$ cat src/sv/nmsc_pkg.sv
// Shared types, constants and helper functions for the NMEA sentence
// checker/classifier. No dependencies; imported by every other file but nmsc_if.
package nmsc_pkg;

  localparam int TAG_COUNT = 7;
  localparam int TAG_LEN   = 6;

  localparam logic [7:0] CHAR_NUL   = 8'h00;
  localparam logic [7:0] CHAR_STAR  = 8'h2A;
  localparam logic [7:0] CHAR_COMMA = 8'h2C;

  // Result codes
  localparam logic [2:0] KIND_GENERIC = 3'd7;
  localparam logic [3:0] MSG_ERROR    = 4'd8;

  // Sentence tags, in priority order: GSV, RMC, VTG, GGA, GSA, GLL, GBS
  localparam logic [7:0] TAG_CHARS [TAG_COUNT][TAG_LEN] = '{
    '{8'h24, 8'h47, 8'h50, 8'h47, 8'h53, 8'h56},
    '{8'h24, 8'h47, 8'h50, 8'h52, 8'h4D, 8'h43},
    '{8'h24, 8'h47, 8'h50, 8'h56, 8'h54, 8'h47},
    '{8'h24, 8'h47, 8'h50, 8'h47, 8'h47, 8'h41},
    '{8'h24, 8'h47, 8'h50, 8'h47, 8'h53, 8'h41},
    '{8'h24, 8'h47, 8'h50, 8'h47, 8'h4C, 8'h4C},
    '{8'h24, 8'h47, 8'h50, 8'h47, 8'h42, 8'h53}
  };

  // Progress through the first comma-delimited field
  typedef struct packed {
    logic [2:0]           pos;
    logic [TAG_COUNT-1:0] cand;
    logic                 closed;
    logic [2:0]           kind;
  } tag_state_t;

  localparam tag_state_t TAG_STATE_CLEAR = '{
    pos:    3'd0,
    cand:   {TAG_COUNT{1'b1}},
    closed: 1'b0,
    kind:   KIND_GENERIC
  };

  // Input register contents handed to the parser
  typedef struct packed {
    logic       valid;
    logic [7:0] data;
    logic       som;
  } stage_t;

  // Uppercase hex character of the low nibble
  function automatic logic [7:0] hex_digit(input logic [3:0] nibble);
    logic [7:0] ext;
    ext = {4'd0, nibble};
    if (nibble < 4'd10) begin
      return 8'h30 + ext;
    end else begin
      return 8'h41 + ext - 8'd10;
    end
  endfunction

endpackage

$ cat src/sv/nmsc_if.sv
// Valid/ready channel interfaces for the NMEA sentence checker/classifier.
// Depends on nothing; listed after nmsc_pkg.
interface nmsc_in_if;
  logic       valid;
  logic       ready;
  logic [7:0] data_byte;
  logic       start_of_message;

  modport source (output valid, data_byte, start_of_message, input ready);
  modport sink   (input valid, data_byte, start_of_message, output ready);
endinterface

interface nmsc_out_if;
  logic       valid;
  logic       ready;
  logic [3:0] message_type;
  logic [7:0] computed_checksum;

  modport source (output valid, message_type, computed_checksum, input ready);
  modport sink   (input valid, message_type, computed_checksum, output ready);
endinterface

$ cat src/sv/nmsc_tag_match.sv
// Next-state logic for matching the first field against the tag table.
// Depends on nmsc_pkg.
module nmsc_tag_match (
  input  nmsc_pkg::tag_state_t cur,
  input  logic [7:0]           data,
  output nmsc_pkg::tag_state_t nxt
);
  import nmsc_pkg::*;

  always_comb begin
    nxt = cur;
    if (!cur.closed) begin
      if (data == CHAR_COMMA) begin
        // Close the field; lowest-numbered surviving tag wins
        nxt.closed = 1'b1;
        nxt.kind   = KIND_GENERIC;
        if (cur.pos == 3'(TAG_LEN)) begin
          for (int k = TAG_COUNT - 1; k >= 0; k--) begin
            if (cur.cand[k]) begin
              nxt.kind = 3'(k);
            end
          end
        end
      end else if (cur.pos < 3'(TAG_LEN)) begin
        for (int k = 0; k < TAG_COUNT; k++) begin
          if (TAG_CHARS[k][cur.pos] != data) begin
            nxt.cand[k] = 1'b0;
          end
        end
        nxt.pos = cur.pos + 3'd1;
      end else begin
        // Field too long: nothing can match
        nxt.cand = '0;
      end
    end
  end

endmodule

$ cat src/sv/nmsc_parser.sv
// Sentence state machine, checksum accumulation and result register.
// Depends on nmsc_pkg, nmsc_if and nmsc_tag_match.
module nmsc_parser (
  input  logic                 clk,
  input  logic                 rst_n,
  input  nmsc_pkg::stage_t     stage,
  input  logic                 adv,
  nmsc_out_if.source           out_ch
);
  import nmsc_pkg::*;

  typedef enum logic [1:0] {
    PH_IDLE  = 2'd0,
    PH_BODY  = 2'd1,
    PH_HEX_1 = 2'd2,
    PH_HEX_2 = 2'd3
  } phase_t;

  phase_t     phase_r, phase_nxt;
  logic [7:0] xor_r, xor_nxt;
  tag_state_t tag_r, tag_nxt;
  logic [7:0] fhc_r, fhc_nxt;
  logic       out_valid_r;
  logic [3:0] out_type_r, out_type_nxt;
  logic [7:0] out_sum_r;
  logic       emit;

  tag_state_t tag_in;
  tag_state_t tag_step;

  assign tag_in = stage.som ? TAG_STATE_CLEAR : tag_r;

  nmsc_tag_match u_tag_match (
    .cur  (tag_in),
    .data (stage.data),
    .nxt  (tag_step)
  );

  always_comb begin
    phase_nxt    = phase_r;
    xor_nxt      = xor_r;
    tag_nxt      = tag_r;
    fhc_nxt      = fhc_r;
    emit         = 1'b0;
    out_type_nxt = MSG_ERROR;
    if (stage.som) begin
      // Drop any unfinished sentence and restart
      xor_nxt = 8'd0;
      fhc_nxt = 8'd0;
      if (stage.data == CHAR_NUL) begin
        phase_nxt = PH_IDLE;
        tag_nxt   = TAG_STATE_CLEAR;
      end else begin
        phase_nxt = PH_BODY;
        tag_nxt   = tag_step;
      end
    end else begin
      unique case (phase_r)
        PH_IDLE: begin
        end
        PH_BODY: begin
          priority if (stage.data == CHAR_NUL) begin
            phase_nxt = PH_IDLE;
            xor_nxt   = 8'd0;
            tag_nxt   = TAG_STATE_CLEAR;
            fhc_nxt   = 8'd0;
          end else if (stage.data == CHAR_STAR) begin
            if (!tag_r.closed) begin
              tag_nxt.closed = 1'b1;
              tag_nxt.kind   = KIND_GENERIC;
            end
            phase_nxt = PH_HEX_1;
          end else begin
            xor_nxt = xor_r ^ stage.data;
            tag_nxt = tag_step;
          end
        end
        PH_HEX_1: begin
          fhc_nxt   = stage.data;
          phase_nxt = PH_HEX_2;
        end
        PH_HEX_2: begin
          emit      = 1'b1;
          phase_nxt = PH_IDLE;
          if (fhc_r == hex_digit(xor_r[7:4]) && stage.data == hex_digit(xor_r[3:0])) begin
            out_type_nxt = {1'b0, tag_r.kind};
          end
        end
        default: begin
        end
      endcase
    end
  end

  // State and result register; the result payload needs no reset
  always_ff @(posedge clk) begin
    if (!rst_n) begin
      phase_r     <= PH_IDLE;
      xor_r       <= 8'd0;
      tag_r       <= TAG_STATE_CLEAR;
      fhc_r       <= 8'd0;
      out_valid_r <= 1'b0;
    end else begin
      if (adv) begin
        phase_r <= phase_nxt;
        xor_r   <= xor_nxt;
        tag_r   <= tag_nxt;
        fhc_r   <= fhc_nxt;
      end
      if (adv && emit) begin
        out_valid_r <= 1'b1;
        out_type_r  <= out_type_nxt;
        out_sum_r   <= xor_r;
      end else if (out_ch.ready) begin
        out_valid_r <= 1'b0;
      end
    end
  end

  assign out_ch.valid             = out_valid_r;
  assign out_ch.message_type      = out_type_r;
  assign out_ch.computed_checksum = out_sum_r;

endmodule

$ cat src/sv/nmsc_sentence_check_classify_top.sv
// Top level of the NMEA sentence checker/classifier: input register and parser.
// Depends on nmsc_pkg, nmsc_if, nmsc_tag_match and nmsc_parser.
//
// Usage:
//   in_ch  carries one sentence byte per transaction (data_byte) with
//          start_of_message set on the first byte of each sentence.
//   out_ch carries one transaction per sentence whose two checksum digits
//          have arrived: message_type (0 GSV .. 6 GBS, 7 generic,
//          8 checksum error) and the XOR of the bytes between the first
//          byte and the '*' (computed_checksum).
//   Throughput: one byte per clock. Each byte passes an input register and
//   the parsing logic (XOR, tag compare, hex compare), so a new byte is
//   accepted in every cycle while the result side keeps up.
//   Results: the second checksum digit passes the input register, then
//   the parser's result register presents the result for the sentence.
//   Stalls: a result held by a low out_ch.ready freezes the parser; the
//   input register still takes one more byte, then in_ch.ready drops until
//   the result is taken. Nothing is lost or repeated.
//   Reset (rst_n low, synchronous): drop the input register and any pending
//   result, return the parser to idle awaiting a start byte.
//   Sentences lacking '*', or containing a NUL before it, give no result.
module nmea_sentence_check_classify (
  input  logic        clk,
  input  logic        rst_n,
  nmsc_in_if.sink     in_ch,
  nmsc_out_if.source  out_ch
);
  import nmsc_pkg::*;

  stage_t stage_r;
  logic   adv;

  // Advance the held byte into the parser unless a result is stuck
  assign adv         = stage_r.valid && (!out_ch.valid || out_ch.ready);
  assign in_ch.ready = !stage_r.valid || adv;

  // Input register; the byte payload needs no reset and holds while stalled
  always_ff @(posedge clk) begin
    if (!rst_n) begin
      stage_r.valid <= 1'b0;
    end else if (in_ch.valid && in_ch.ready) begin
      stage_r.valid <= 1'b1;
    end else if (adv) begin
      stage_r.valid <= 1'b0;
    end
    if (in_ch.valid && in_ch.ready) begin
      stage_r.data <= in_ch.data_byte;
      stage_r.som  <= in_ch.start_of_message;
    end
  end

  nmsc_parser u_parser (
    .clk    (clk),
    .rst_n  (rst_n),
    .stage  (stage_r),
    .adv    (adv),
    .out_ch (out_ch)
  );

`ifndef SYNTHESIS
  // Back-pressure reaches the input only through a held byte and a stuck result
  a_ready_cause: assert property (@(posedge clk) disable iff (!rst_n)
    !in_ch.ready |-> (stage_r.valid && out_ch.valid && !out_ch.ready))
    else $error("in_ch.ready low without a stalled result");

  // A new result needs a byte to have been consumed at the previous edge
  a_result_source: assert property (@(posedge clk) disable iff (!rst_n)
    $rose(out_ch.valid) |-> $past(stage_r.valid))
    else $error("result appeared without a consumed byte");

  // Result codes stay in range
  a_type_range: assert property (@(posedge clk) disable iff (!rst_n)
    out_ch.valid |-> (out_ch.message_type <= MSG_ERROR))
    else $error("message_type out of range");
`endif

endmodule
$ cat src/flat_wrapper.sv
// flat-port wrapper written by rule: the top's interface ports become plain ports
module nmea_sentence_check_classify_flat import nmsc_pkg::*;
  (clk, rst_n, in_ch_valid, in_ch_data_byte, in_ch_start_of_message, in_ch_ready, out_ch_valid, out_ch_message_type, out_ch_computed_checksum, out_ch_ready);
  nmsc_in_if in_ch_i ();
  nmsc_out_if out_ch_i ();
  input  logic clk;
  input  logic rst_n;
  input wire logic [$bits(in_ch_i.valid)-1:0] in_ch_valid;
  input wire logic [$bits(in_ch_i.data_byte)-1:0] in_ch_data_byte;
  input wire logic [$bits(in_ch_i.start_of_message)-1:0] in_ch_start_of_message;
  output wire logic [$bits(in_ch_i.ready)-1:0] in_ch_ready;
  output wire logic [$bits(out_ch_i.valid)-1:0] out_ch_valid;
  output wire logic [$bits(out_ch_i.message_type)-1:0] out_ch_message_type;
  output wire logic [$bits(out_ch_i.computed_checksum)-1:0] out_ch_computed_checksum;
  input wire logic [$bits(out_ch_i.ready)-1:0] out_ch_ready;
  assign in_ch_i.valid = in_ch_valid;
  assign in_ch_i.data_byte = in_ch_data_byte;
  assign in_ch_i.start_of_message = in_ch_start_of_message;
  assign in_ch_ready = in_ch_i.ready;
  assign out_ch_valid = out_ch_i.valid;
  assign out_ch_message_type = out_ch_i.message_type;
  assign out_ch_computed_checksum = out_ch_i.computed_checksum;
  assign out_ch_i.ready = out_ch_ready;
  nmea_sentence_check_classify u_core (.clk(clk), .rst_n(rst_n), .in_ch(in_ch_i), .out_ch(out_ch_i));
endmodule
$ cat config.mk
export PLATFORM = sky130hd
export DESIGN_NAME = nmea_sentence_check_classify_flat
export DESIGN_NICKNAME = d
export VERILOG_FILES = /design/src/sv/nmsc_pkg.sv /design/src/sv/nmsc_if.sv /design/src/sv/nmsc_tag_match.sv /design/src/sv/nmsc_parser.sv /design/src/sv/nmsc_sentence_check_classify_top.sv /design/src/flat_wrapper.sv
export SDC_FILE = /design/constraint.sdc
export NUM_CORES = 1
export LEC_CHECK = 0
export BUFFER_PORTS_ARGS = -buffer_cell sky130_fd_sc_hd__buf_2
export CAP_MARGIN = 30
export CORE_MARGIN = 1.5
export CORE_UTILIZATION = 65
export DETAILED_ROUTE_END_ITERATION = 8
export GPL_ROUTABILITY_DRIVEN = 0
export HOLD_SLACK_MARGIN = 0.06
export PLACE_DENSITY = 0.93
export SLEW_MARGIN = 20
export SYNTH_ARGS = -nofsm -noshare
export SYNTH_HDL_FRONTEND = slang
export SYNTH_SLANG_ARGS = --single-unit
$ cat constraint.sdc
create_clock -name clk -period 5.6 [get_ports clk]
set_input_delay 1.68 -clock clk [delete_from_list [all_inputs] [get_ports clk]]
set_output_delay 1.68 -clock clk [all_outputs]
set_load 0.02 [all_outputs]
# Yosys cells after proc, flatten, opt, wreduce, memory -nomap -nowiden
# Memories as Yosys holds them, arrays and structs flattened.
# Index checks and enable logic that the tools add are counted.
# totals
register_bits	55
latchBits	0
ramBits	0
rom_bits	448
input_bits	13
elab_cells	144
mem_count	7
# classes
addsub	7
mul	0
div	0
magnitude_cmp	4
eq_ne	19
shift	0
n_mux	67
bitwise	4
n_reduce_logical	22
# mem_list
memory	depth	width	read_ports	rd_clocked_by_memory_dff	write_ports	line_no	rtl
(no name shown)	8	8	1	0	0	nmsc_tag_match.sv:26	if (TAG_CHARS[k][cur.pos] != data) begin
(no name shown)	8	8	1	0	0	nmsc_tag_match.sv:26	
(no name shown)	8	8	1	0	0	nmsc_tag_match.sv:26	
(no name shown)	8	8	1	0	0	nmsc_tag_match.sv:26	
(no name shown)	8	8	1	0	0	nmsc_tag_match.sv:26	
(no name shown)	8	8	1	0	0	nmsc_tag_match.sv:26	
1 more memories	-	-	-	-	-	-	
# ops
cell	n
8-bit two-way mux	26
14-bit two-way mux	6
8-bit inequality test	7
3-bit two-way mux	7
10-bit two-way mux	2
7-bit by 4-bit adder with 8-bit output, first input constant	2
8-bit by 6-bit equality test with 1-bit output, second input constant	2
8-bit equality test	2
8-bit one-hot mux with 2 select lines	1
8-bit by 4-bit subtractor with 8-bit output, second input constant	2
1-bit two-way mux	15
6-bit by 4-bit adder with 7-bit output, first input constant	2
4-bit two-way mux	3
3-bit AND reduction	4
2-bit two-way mux	5
8-bit zero test	1
4-bit less-than comparator, second input constant	2
4-bit by 3-bit inequality test with 1-bit output, second input constant	2
8-bit bitwise XOR	1
7-bit two-way mux	1
3-bit by 2-bit inequality test with 1-bit output, second input constant	2
2-bit one-hot mux with 3 select lines	1
2-bit nonzero test	3
2-bit equality test, second input constant	2
15 further kinds	22

# Depth between registers and ports, before layout
# depth
depth_word	15
mapped_depth	8
ltp_nobuf	7

# Hierarchy
# A second synthesis with hierarchy kept.
# hier_totals
hier_cells	387
area_unflattened_um2	3549.7
# by_module_without_submodules
module	n_inst	cells_per_inst	area_each_um2
nmsc_parser	1	246	2311.0
nmsc_tag_match	1	125	893.4
nmea_sentence_check_classify	1	16	345.3

# Worst setup path after synthesis
# OpenSTA, ideal clock, no wires.
# synth_timing
path_type	input -> output
startpoint	input port out_ch_ready
endpoint	output port in_ch_ready
arrival_time_ps	2005
required_ps	3920
path_slack_ps	1915
path_stages	2
n_path_buf	0
path_cell_list	nor2b_1 nand2_1
# synth_via
elab_chain_len	3
# synth_rtl
item	line_no	rtl
start, declared	flat_wrapper.sv:15	input wire logic [$bits(out_ch_i.ready)-1:0] out_ch_ready;
1-bit logical OR	nmsc_sentence_check_classify_top.sv:34	assign adv = stage_r.valid && (!out_ch.valid || out_ch.ready);
1-bit logical AND	nmsc_sentence_check_classify_top.sv:34	
1-bit logical OR	nmsc_sentence_check_classify_top.sv:35	assign in_ch.ready = !stage_r.valid || adv;
end, declared	flat_wrapper.sv:11	output wire logic [$bits(in_ch_i.ready)-1:0] in_ch_ready;
# No other way between the ends.

# Worst setup path in the final report
# Same ends and word-level chain as after synthesis.

==> run metrics <==
r2r endpoint u_core.u_parser.tag_r[8]; number of register bits inferred by synthesis 55; crit share post-route 0.6979; number of antenna repair diodes 0; number of enable-type register cells in the synthesized netlist 21; Final Skew ~0.0057 ns; wire length of the first global-routing pass roughly 13,000 um; Resize count post-CTS 0; area added between synthesis and finish 5.185%; critical path launch point type input port; number of buffers added for setup after CTS 0; all-layer global routing usage 0.3009; leftover overflow at the end of global routing 0; synthesized area per cell 8.627 um2; total number of nets in the final design about 420; share of final-layout standard cells stronger than drive strength 1 0.1130; part of the Yosys area used for sequential elements 0.3800; pin count of the biggest net entering global routing 40; combinational family with the most area after synthesis simple AND/OR/NAND/NOR gates; Clock transition at path regs 0.10 ns; Post-Route WL just over 8000 um; xor-xnor portion of the synthesized cell area 0.04822; initial core utilization 0.6756; vias in the first global route 2,816; P per Cell Area around 220 nW/um2; number of distinct library cells after synthesis about 70; number of core rows 26; kind of capture point of the worst setup path primary output; max-cap check violation count 0; post-synthesis compound-gate area fraction 0.2168; width of the die 75.86 um; setup repair after global routing missed its margin no; family with the most delay on the worst path simple AND/OR/NAND/NOR gates; Hold WC Path Type flop to flop; synthesized area roughly 3500 um2; destination of the critical timing path in_ch_ready; clock root cell clkbuf_8; average wire per standard cell approximately 17 um; Synth Net Count between 400 and 500; Die Area 5755 um2; Fmax 255.9 MHz; flop-to-flop setup slack slightly below 3 ns; proportion of register bits with asynchronous set or reset after synthesis 0; number of cells produced by synthesis 400; initial detailed-routing violation count between 300 and 400; leak pwr roughly 1.3 nW; H-tree depth 2; most used cells in the layout excluding fill and tap cells dfxtp_1, nand2_1, nor2_1; Slew Limit Fails 0; reg2reg start u_core.stage_r[5]; path depth of the worst reg2reg path 5; most common cell after layout, fill and taps aside dfxtp_1; data required time at the worst endpoint 3.92 ns; average via count per standard cell between 6 and 7; slowest cell on the critical path nor2b_1; count of cell instances traversed by the critical path 4; post-synthesis share of cell area spent on full adders, half adders and majority gates 0.01813; Skew-Pair Late Insertion Delay between 0.3 and 0.4 ns; vias post-DR between 3,000 and 4,000; count of hold buffers inserted by post-cts repair 0; post-route antenna net violation count 0; maximum fanout count along the critical path 3; CTS tree built; DR pass1 iterations 8; total negative slack 0 ns; core footprint between 5000 and 6000 um2; endpoints failing hold 0; simple logic cell fraction of the synthesized area 0.2418; worst-margin pin slew around 0.98 ns; max-slew headroom at the worst pin 0.3425; leading register cell type out of synthesis dfxtp_1; post-synthesis mux area share 0.02901; final critical delay including setup and external delays 3.908 ns; Post-DP Area approximately 3500 um2; top cell type by total area after synthesis dfxtp_1; stage delay of the slowest cell on the critical path approximately 0.18 ns; most used cell along the critical path buf_2; number of ports placed on the die boundary 27; utilization of the core after routing 0.7107; maximum vdd drop ~0.0002 V; post-route standard cell area excluding fillers ~3600 um2; count of placed standard cells in the final layout, fillers left out 477; antenna violations before repair 0; portion of synthesized cell area occupied by the leading cell type 0.1972; total CTS buffers 5; Setup CP Type input port to primary output; synth warn 0; Area contributors post-synth dfxtp_1, edfxtp_1, a21oi_1, nand2_1, nor2_1; dpl hpwl ~5500 um; worst-path cell chain buf_2 > nor2b_1 > nand2_1 > buf_2; total buffers and inverters traversed by the critical path 2; data arrival time of the critical path 2.23 ns; clock tree sinks 55; number of cells in the design after placement 469; total of fill cells in the finished design 388; # DRC 0; maximum number of buffers from clock root to sink 2; Buffers on Ports 26; critical path launch point out_ch_ready; status completed; Power Total 799.9 uW; y dimension of the die about 76 um; final setup violation count 0
state kept, by name, summed over array words and instances, names as in the netlist:
register	count
u_core.u_parser.out_ch.message_type	4
u_core.u_parser.out_ch.computed_checksum	8
u_core.u_parser.xor_r	8
u_core.u_parser.fhc_r	8
u_core.u_parser.phase_r	2
u_core.u_parser.out_ch.valid	1
u_core.u_parser.tag_r	14
u_core.stage_r	10
Yosys cell counts (3+ instances only):
cell type,n
clkbuf_1,12
nand4_1,4
nand2_1,32
nor2b_1,14
dfxtp_1,34
nand2b_1,7
a211oi_1,5
edfxtp_1,21
ha_1,5
and2_1,5
o21ai_0,22
inv_1,20
nor4b_1,3
xnor2_1,11
o211ai_1,6
nor3_1,11
o2111ai_1,3
buf_2,12
nor2_1,31
nand3_1,15
a31oi_1,5
a211o_1,4
and3_1,5
xor2_1,8
a21oi_1,24
o21a_1,6
nor3b_1,7
mux2i_1,10
a22oi_1,3
layout make-up:
class,instances,area (um2),area share
multi-input combinational,295,1912,0.5267
inverter,21,78.83,0.02172
tap,70,87.58,0.02413
clock buffer,7,86.33,0.02378
timing repair buffer,28,145.1,0.03999
sequential,55,1311,0.3613
clock inverter,1,8.758,0.002413
worst reg2reg max path, delay by kind of cell (launching register included):
family          cells  cell delay (ns)
compound gates      1             0.21
simple gates        4             1.62
flops               1             0.72
how the worst min path moves through the flow:
| stage | from | to | slack (ns) | depth (start not counted) |
|---|---|---|---|---|
| global placement | u_core.u_parser.fhc_r[7] | u_core.u_parser.fhc_r[7] | 0.44 | 2 |
| global route | u_core.u_parser.fhc_r[1] | u_core.u_parser.fhc_r[1] | 0.51 | 2 |
| finish | u_core.u_parser.fhc_r[7] | u_core.u_parser.fhc_r[7] | 0.47 | 2 |
| detailed placement | u_core.u_parser.fhc_r[7] | u_core.u_parser.fhc_r[7] | 0.46 | 2 |
| CTS | u_core.u_parser.fhc_r[7] | u_core.u_parser.fhc_r[7] | 0.47 | 2 |
| floorplan | u_core.u_parser.xor_r[6] | u_core.u_parser.out_ch.computed_checksum[6] | 0.40 | 0 |
through the flow:
stage / hold slack, ns / setup slack, ns
after floorplan: 0.4029 / 1.915
after global placement: 0.4441 / 1.732
after detailed placement: 0.4601 / 1.691
after CTS: 0.4737 / 1.692
after global routing: 0.5095 / 1.626
final: 0.4692 / 1.692
where the power goes:
group          leakage, nW  internal, mW  switching [mW]
sequential           0.483         0.429          0.0346
clock               0.0484         0.102           0.128
combinational        0.781        0.0448          0.0615
routing by layer:
metal	track usage	wire length (um)	part of all wire
met1	0.3875	3255	0.40
met2	0.4696	3796	0.47
met4	0.1508	256	0.032
met5	0	0	0
met3	0.07540	770	0.095
logic make-up after synthesis:
logic type	Yosys count
muxes	10
DFF	55
adders and majority gates	5
buffers and inverters	50
and+or+nand+nor	153
AOI/OAI and AO/OA	108
xor gates and xnor gates	19
Power figures use the tool's default switching activity.
